**src/hw/rtl/isr_pkg.sv**
```systemverilog
`default_nettype none

package isr_pkg;

    // Field widths.
    localparam int RAD_W  = 32;
    localparam int ROOT_W = 16;

    // Divider step counter: one quotient bit per cycle.
    localparam int CNT_W  = $clog2(RAD_W);

    // Commands from the controller to the datapath.
    typedef struct packed {
        logic load;      // capture a new radicand and prime the first division
        logic div_step;  // one restoring division step
        logic update;    // form the new estimate and restart the divider if it improved
        logic out_load;  // copy the best estimate into the result register
    } t_dp_cmd;

    // Status from the datapath to the controller.
    typedef struct packed {
        logic tiny;      // incoming radicand is zero or one
        logic div_last;  // the current division step is the last one
        logic improved;  // new estimate lies below the best one so far
    } t_dp_sts;

endpackage

`default_nettype wire

```
**src/hw/rtl/isr_datapath.sv**
```systemverilog
`default_nettype none

module isr_datapath
    import isr_pkg::*;
(
    input  wire logic              i_clk,
    input  wire logic [RAD_W-1:0]  i_radicand,
    input  wire t_dp_cmd           i_cmd,
    output t_dp_sts                o_sts,
    output logic [ROOT_W-1:0]      o_root
);

    logic [RAD_W-1:0]  r_val,  n_val;
    logic [RAD_W-1:0]  r_est,  n_est;
    logic [RAD_W-1:0]  r_best, n_best;
    logic [RAD_W-1:0]  r_rem,  n_rem;
    logic [RAD_W-1:0]  r_quo,  n_quo;
    logic [CNT_W-1:0]  r_cnt,  n_cnt;
    logic [ROOT_W-1:0] r_root, n_root;

    logic [RAD_W:0]    shifted;
    logic [RAD_W+1:0]  diff;
    logic              borrow;
    logic [RAD_W:0]    sum;
    logic [RAD_W-1:0]  avg;
    logic              improved;

    // Restoring division step: shift in the next dividend bit and try to subtract.
    always_comb begin
        shifted = {r_rem, r_quo[RAD_W-1]};
        diff    = {1'b0, shifted} - {2'b00, r_est};
        borrow  = diff[RAD_W+1];
    end

    // Newton average of the estimate and the finished quotient.
    always_comb begin
        sum      = {1'b0, r_quo} + {1'b0, r_est};
        avg      = sum[RAD_W:1];
        improved = (avg < r_best);
    end

    // Next values of the datapath registers.
    always_comb begin
        n_val  = r_val;
        n_est  = r_est;
        n_best = r_best;
        n_rem  = r_rem;
        n_quo  = r_quo;
        n_cnt  = r_cnt;
        n_root = r_root;
        if (i_cmd.load) begin
            n_val  = i_radicand;
            n_best = i_radicand;
            n_est  = i_radicand >> 1;
            n_rem  = '0;
            n_quo  = i_radicand;
            n_cnt  = '0;
        end else if (i_cmd.div_step) begin
            n_rem  = borrow ? shifted[RAD_W-1:0] : diff[RAD_W-1:0];
            n_quo  = {r_quo[RAD_W-2:0], ~borrow};
            n_cnt  = r_cnt + 1'b1;
        end else if (i_cmd.update && improved) begin
            n_est  = avg;
            n_best = avg;
            n_rem  = '0;
            n_quo  = r_val;
            n_cnt  = '0;
        end
        if (i_cmd.out_load) begin
            n_root = r_best[ROOT_W-1:0];
        end
    end

    // Payload registers carry no reset.
    always_ff @(posedge i_clk) begin
        r_val  <= n_val;
        r_est  <= n_est;
        r_best <= n_best;
        r_rem  <= n_rem;
        r_quo  <= n_quo;
        r_cnt  <= n_cnt;
        r_root <= n_root;
    end

    // Status back to the controller.
    always_comb begin
        o_sts.tiny     = (i_radicand[RAD_W-1:1] == '0);
        o_sts.div_last = (r_cnt == {CNT_W{1'b1}});
        o_sts.improved = improved;
    end

    assign o_root = r_root;

endmodule

`default_nettype wire

```
**src/hw/rtl/isr_ctrl.sv**
```systemverilog
`default_nettype none

module isr_ctrl
    import isr_pkg::*;
(
    input  wire logic    i_clk,
    input  wire logic    i_rst_n,
    input  wire logic    i_in_valid,
    input  wire logic    i_out_stall,
    input  wire t_dp_sts i_sts,
    output t_dp_cmd      o_cmd,
    output logic         o_in_stall,
    output logic         o_out_valid
);

    localparam logic [1:0] ST_IDLE = 2'd0;
    localparam logic [1:0] ST_DIV  = 2'd1;
    localparam logic [1:0] ST_UPD  = 2'd2;
    localparam logic [1:0] ST_FIN  = 2'd3;

    logic [1:0] r_state, n_state;
    logic       r_out_valid, n_out_valid;

    // Sequencing of one word: divide, update, repeat until the estimate stops falling.
    always_comb begin
        n_state = r_state;
        o_cmd   = '0;
        case (r_state)
            ST_IDLE: begin
                if (i_in_valid) begin
                    o_cmd.load = 1'b1;
                    n_state    = i_sts.tiny ? ST_FIN : ST_DIV;
                end
            end
            ST_DIV: begin
                o_cmd.div_step = 1'b1;
                if (i_sts.div_last) begin
                    n_state = ST_UPD;
                end
            end
            ST_UPD: begin
                o_cmd.update = 1'b1;
                n_state      = i_sts.improved ? ST_DIV : ST_FIN;
            end
            ST_FIN: begin
                if (!r_out_valid || !i_out_stall) begin
                    o_cmd.out_load = 1'b1;
                    n_state        = ST_IDLE;
                end
            end
            default: begin
                n_state = ST_IDLE;
            end
        endcase
    end

    // Output valid holds until the result word is taken.
    always_comb begin
        if (o_cmd.out_load) begin
            n_out_valid = 1'b1;
        end else if (!i_out_stall) begin
            n_out_valid = 1'b0;
        end else begin
            n_out_valid = r_out_valid;
        end
    end

    always_ff @(posedge i_clk) begin
        if (!i_rst_n) begin
            r_state     <= ST_IDLE;
            r_out_valid <= 1'b0;
        end else begin
            r_state     <= n_state;
            r_out_valid <= n_out_valid;
        end
    end

    assign o_in_stall  = (r_state != ST_IDLE);
    assign o_out_valid = r_out_valid;

endmodule

`default_nettype wire

```
**src/hw/rtl/integer_square_root_top.sv**
```systemverilog
// Channel  | Valid        | Stall        | Payload
// ---------+--------------+--------------+------------------
// input    | i_in_valid   | o_in_stall   | i_radicand [31:0]
// output   | o_out_valid  | i_out_stall  | o_root     [15:0]
//
// Zero or one skips the division; the finish state loads it into the result register.
// Larger radicands run Newton steps until the estimate stops falling, each a shared
// bit-serial division followed by one update.
// One word is in work at a time; the next is taken once the result is loaded.
// Reset is synchronous and active low; it clears the controller and output valid.
// A stalled result holds in its register while the next word is accepted and computed.
`default_nettype none

module integer_square_root_top
    import isr_pkg::*;
(
    input  wire logic              i_clk,
    input  wire logic              i_rst_n,
    input  wire logic              i_in_valid,
    output logic                   o_in_stall,
    input  wire logic [RAD_W-1:0]  i_radicand,
    output logic                   o_out_valid,
    input  wire logic              i_out_stall,
    output logic [ROOT_W-1:0]      o_root
);

    t_dp_cmd cmd;
    t_dp_sts sts;

    // Controller state machine.
    isr_ctrl u_ctrl (
        .i_clk       (i_clk),
        .i_rst_n     (i_rst_n),
        .i_in_valid  (i_in_valid),
        .i_out_stall (i_out_stall),
        .i_sts       (sts),
        .o_cmd       (cmd),
        .o_in_stall  (o_in_stall),
        .o_out_valid (o_out_valid)
    );

    // Divider, estimate registers and result register.
    isr_datapath u_dp (
        .i_clk      (i_clk),
        .i_radicand (i_radicand),
        .i_cmd      (cmd),
        .o_sts      (sts),
        .o_root     (o_root)
    );

endmodule

`default_nettype wire

```
**config.mk**
```make
export PLATFORM = sky130hd
export DESIGN_NAME = integer_square_root_top
export DESIGN_NICKNAME = d
export VERILOG_FILES = /design/src/hw/rtl/isr_pkg.sv /design/src/hw/rtl/isr_datapath.sv /design/src/hw/rtl/isr_ctrl.sv /design/src/hw/rtl/integer_square_root_top.sv
export SDC_FILE = /design/constraint.sdc
export NUM_CORES = 1
export LEC_CHECK = 0
export BUFFER_PORTS_ARGS = -buffer_cell sky130_fd_sc_hd__clkbuf_2
export CORE_UTILIZATION = 65
export DETAILED_ROUTE_END_ITERATION = 8
export PLACE_DENSITY = 0.84
export SLEW_MARGIN = 20
export SYNTH_ARGS = -nofsm -noshare
export SYNTH_HDL_FRONTEND = slang
export SYNTH_SLANG_ARGS = --single-unit
```
**constraint.sdc**
```tcl
create_clock -name i_clk -period 11.3 [get_ports i_clk]
set_input_delay 0.565 -clock i_clk [delete_from_list [all_inputs] [get_ports i_clk]]
set_output_delay 0.565 -clock i_clk [all_outputs]
set_load 0.02 [all_outputs]
```
==> results_dict.tcl <==
set metrics [dict create \
    final_worst_path_cycle_share 0.531 \
    filler_cells_inserted 1254 \
    grt_antenna_before_repair 1 \
    layout_cell_share_with_drive_strength_beyond_1 0.104 \
    path_cells "ha_1 -> a21o_1 -> a31o_2 -> a221oi_1 -> o21ai_0 -> nor2_1 -> o21a_1 -> nor2_1 -> a311oi_2 -> inv_1 -> ha_1 -> nand4_1 -> nor2_1 -> a2111oi_0 -> o221ai_1 -> nor3_1 -> or2_2 -> buf_4" \
    netlist.top_cell.by_area "sky130_fd_sc_hd__edfxtp_1" \
    synth.top_cells.by_count "sky130_fd_sc_hd__nand2_1, sky130_fd_sc_hd__edfxtp_1, sky130_fd_sc_hd__ha_1" \
    dp.final_hpwl_microns 20600 \
    synthTopCellsByArea "sky130_fd_sc_hd__edfxtp_1, sky130_fd_sc_hd__ha_1, sky130_fd_sc_hd__dfxtp_1, sky130_fd_sc_hd__nand2_1, sky130_fd_sc_hd__o21ai_0" \
    postRouteWirelength_microns 28300 \
    drc 0 \
    grt_first_pass_wirelength_microns 44800 \
    status "finished clean" \
    cpPeakStageDelay_ns 0.60 \
    clock-skew-final_ns 0.0183 \
    worst_r2r_startpoint "u_dp.r_quo[13]$_DFFE_PP_" \
    syn2layout_area_growth_pct 9.11 \
    vias 9280 \
    worst-r2r-setup-slack_ns 5.31 \
    drt-wirelength-per-cell_microns 19.4 \
    syn-cell-area_sq_um 11400 \
    ctsHoldBuffers 0 \
    synth-edff-count 143 \
    postLayoutCellArea_sq_um 12500 \
    design.die.area_sq_um 18100 \
    setup_viol 0 \
    core_area_sq_um 17200 \
    critPathRequiredTime_ns 11.38 \
    initial_core_util 0.663 \
    clock_path_buffers 2 \
    syn-instance-count 1181 \
    arr_time_crit_path_ns 6.07 \
    seq_area_frac_synth 0.448 \
    syn_area_cell_sq_um 9.68 \
    number_of_global_route_vias_before_repair 8731 \
    timing.final.crit_period_ns 5.99 \
    synth-seq-cells 184 \
    cts_tree "yes" \
    clk_root_buffer_cell "sky130_fd_sc_hd__clkbuf_16" \
    finalSetupTns_ns 0 \
    r2r.worst_path.cells 18 \
    layout.nets 1350 \
    drt_iter0_markers 751 \
    holdCritPathClass "in -> reg" \
    setup.worst_path.class "reg -> reg" \
    grt_start_max_net_pins 83 \
    synth_nets 1315 \
    cts.repair.resized 0 \
    maxClockFrequency_ghz 0.167 \
    clkSlewWorstSetupHoldPaths_ns 0.08 \
    numCtsBuffers 17 \
    finalWeightedCongestion 0.928 \
    worst_r2r_end "u_dp.r_best[20]$_DFFE_PP_" \
    placement.io_buffers 53 \
    max-cap-violations 0 \
    crit_top_cell "sky130_fd_sc_hd__nor2_1" \
    setup.worst_path.end_class "flip-flop" \
    slew_headroom 0.443 \
    yosys_warnings 0 \
    crit_path_start_kind "flip-flop" \
    antennaDiodeCount 0 \
    clock_insertion_delay_worst_skew_ns 0.45 \
    routed_via_density 6.38 \
    drt_pre_antenna_iters 5 \
    worstMarginPinSlew_ns 0.836 \
    min_from "i_radicand[22]" \
    final_max_slew_viol_count 0 \
    grt-ovfl-total 0 \
    hold_viol 0 \
    chipWidth_microns 135 \
    synthArstFlopShare 0 \
    synthDistinctLibCells 78 \
    floorplan.rows 48 \
    dieHeight_microns 135 \
    dpl-instance-area_sq_um 11900 \
    cts_htree_levels 4 \
    yosys_top_cell_area_share 0.376 \
    leading_cell_type_by_number_of_instances_after_synthesis "sky130_fd_sc_hd__nand2_1" \
    antenna_left 0 \
    critical_path_peak_fanout 41 \
    worst_path_max_delay_cell "sky130_fd_sc_hd__buf_4" \
    pin_count 54 \
    post-cts-setup-buffers 0 \
    globalRouteTotalUtil 0.323 \
    unrepaired_setup_endpoints_after_global_routing "false" \
    holdPathEnd "u_dp.r_val[22]$_DFFE_PP_" \
    min_delay_path_depth 1 \
    synth-main-ff-cell "sky130_fd_sc_hd__edfxtp_1" \
    number_of_clock_sinks 184 \
]
==> stage by stage <==
| stage | hold slack, ns | util | instances | setup WS, ns |
|---|---|---|---|---|
| 2_1_floorplan | 0.420 | - | 1181 | 6.13 |
| 3_3_place_gp | 0.433 | 0.688 | 1422 | 5.58 |
| 3_5_place_dp | 0.435 | 0.688 | 1422 | 5.36 |
| 4_1_cts | 0.314 | 0.723 | 1454 | 5.38 |
| 5_1_grt | 0.318 | 0.723 | 1454 | 4.92 |
| 6_report | 0.327 | 0.723 | 1454 | 5.31 |
==> sequential cells by signal, summed over array words and instances (netlist names) <==
name / flops
u_dp.r_cnt: 5
u_dp.r_best: 32
u_ctrl.r_state: 2
u_ctrl.o_out_valid: 1
u_dp.r_quo: 32
u_dp.r_est: 32
u_dp.r_val: 32
u_dp.r_rem: 32
u_dp.o_root: 16
==> layout make-up <==
cell class,instances,area [sq um],area share
inverter,90,339,0.0272
clock inverter,15,194,0.0156
timing repair buffer,61,325,0.0261
tap,225,282,0.0226
multi-input combinational,862,5790,0.464
sequential,184,5110,0.410
clock buffer,17,425,0.0341
==> how the worst max path moves through the flow <==
| stage | startpoint | cells past startpoint | slack [ns] | end |
|---|---|---|---|---|
| 3_3_place_gp | u_dp.r_quo[8]$_DFFE_PP_ | 17 | 5.58 | u_dp.r_est[22]$_DFFE_PP_ |
| 2_1_floorplan | u_dp.r_quo[10]$_DFFE_PP_ | 18 | 6.13 | u_dp.r_best[0]$_DFFE_PP_ |
| 5_1_grt | u_dp.r_quo[13]$_DFFE_PP_ | 18 | 4.92 | u_dp.r_est[23]$_DFFE_PP_ |
| 6_report | u_dp.r_quo[13]$_DFFE_PP_ | 18 | 5.31 | u_dp.r_best[20]$_DFFE_PP_ |
| 3_5_place_dp | u_dp.r_quo[13]$_DFFE_PP_ | 18 | 5.36 | u_dp.r_est[22]$_DFFE_PP_ |
| 4_1_cts | u_dp.r_quo[13]$_DFFE_PP_ | 18 | 5.38 | u_dp.r_best[20]$_DFFE_PP_ |
==> cell families after synthesis <==
kind of cell / after synthesis / synth area share
xor gates and xnor gates: 57 / 0.0443
DFF: 184 / 0.448
adders and majority gates: 98 / 0.109
buffers and inverters: 135 / 0.0469
AOI/OAI and AO/OA: 337 / 0.193
and+or+nand+nor: 341 / 0.134
muxes: 29 / 0.0254
==> per-layer routing <==
layer	GRT usage	vias to the layer above	part of all wire
li1	-	4367	-
met1	0.433	4414	0.43
met2	0.546	424	0.48
met3	0.0503	75	0.069
met4	0.0918	0	0.024
met5	0	-	0
==> cells in the final DEF, fill, tap and decap left out, drive strengths merged, types with 13 or more instances in the layout <==
master,n
a21o,43
a21oi,81
a22oi,14
a31oi,13
clkbuf,70
dfxtp,41
edfxtp,143
ha,96
inv,97
mux2i,29
nand2,162
nand3,21
nand4,13
nor2,73
nor3,14
o21ai,107
xnor2,26
xor2,31
==> worst max-delay path, delay by kind of cell (launching register included) <==
kind | cells | cell delay [ns]
compound gates | 8 | 2.13
fa+ha+maj | 2 | 0.69
buf+inv | 2 | 0.69
flops | 1 | 0.41
simple gates | 6 | 1.68
Power is not shown: default switching activity piles up to over one toggle a cycle in this logic, so the estimate is an artifact.
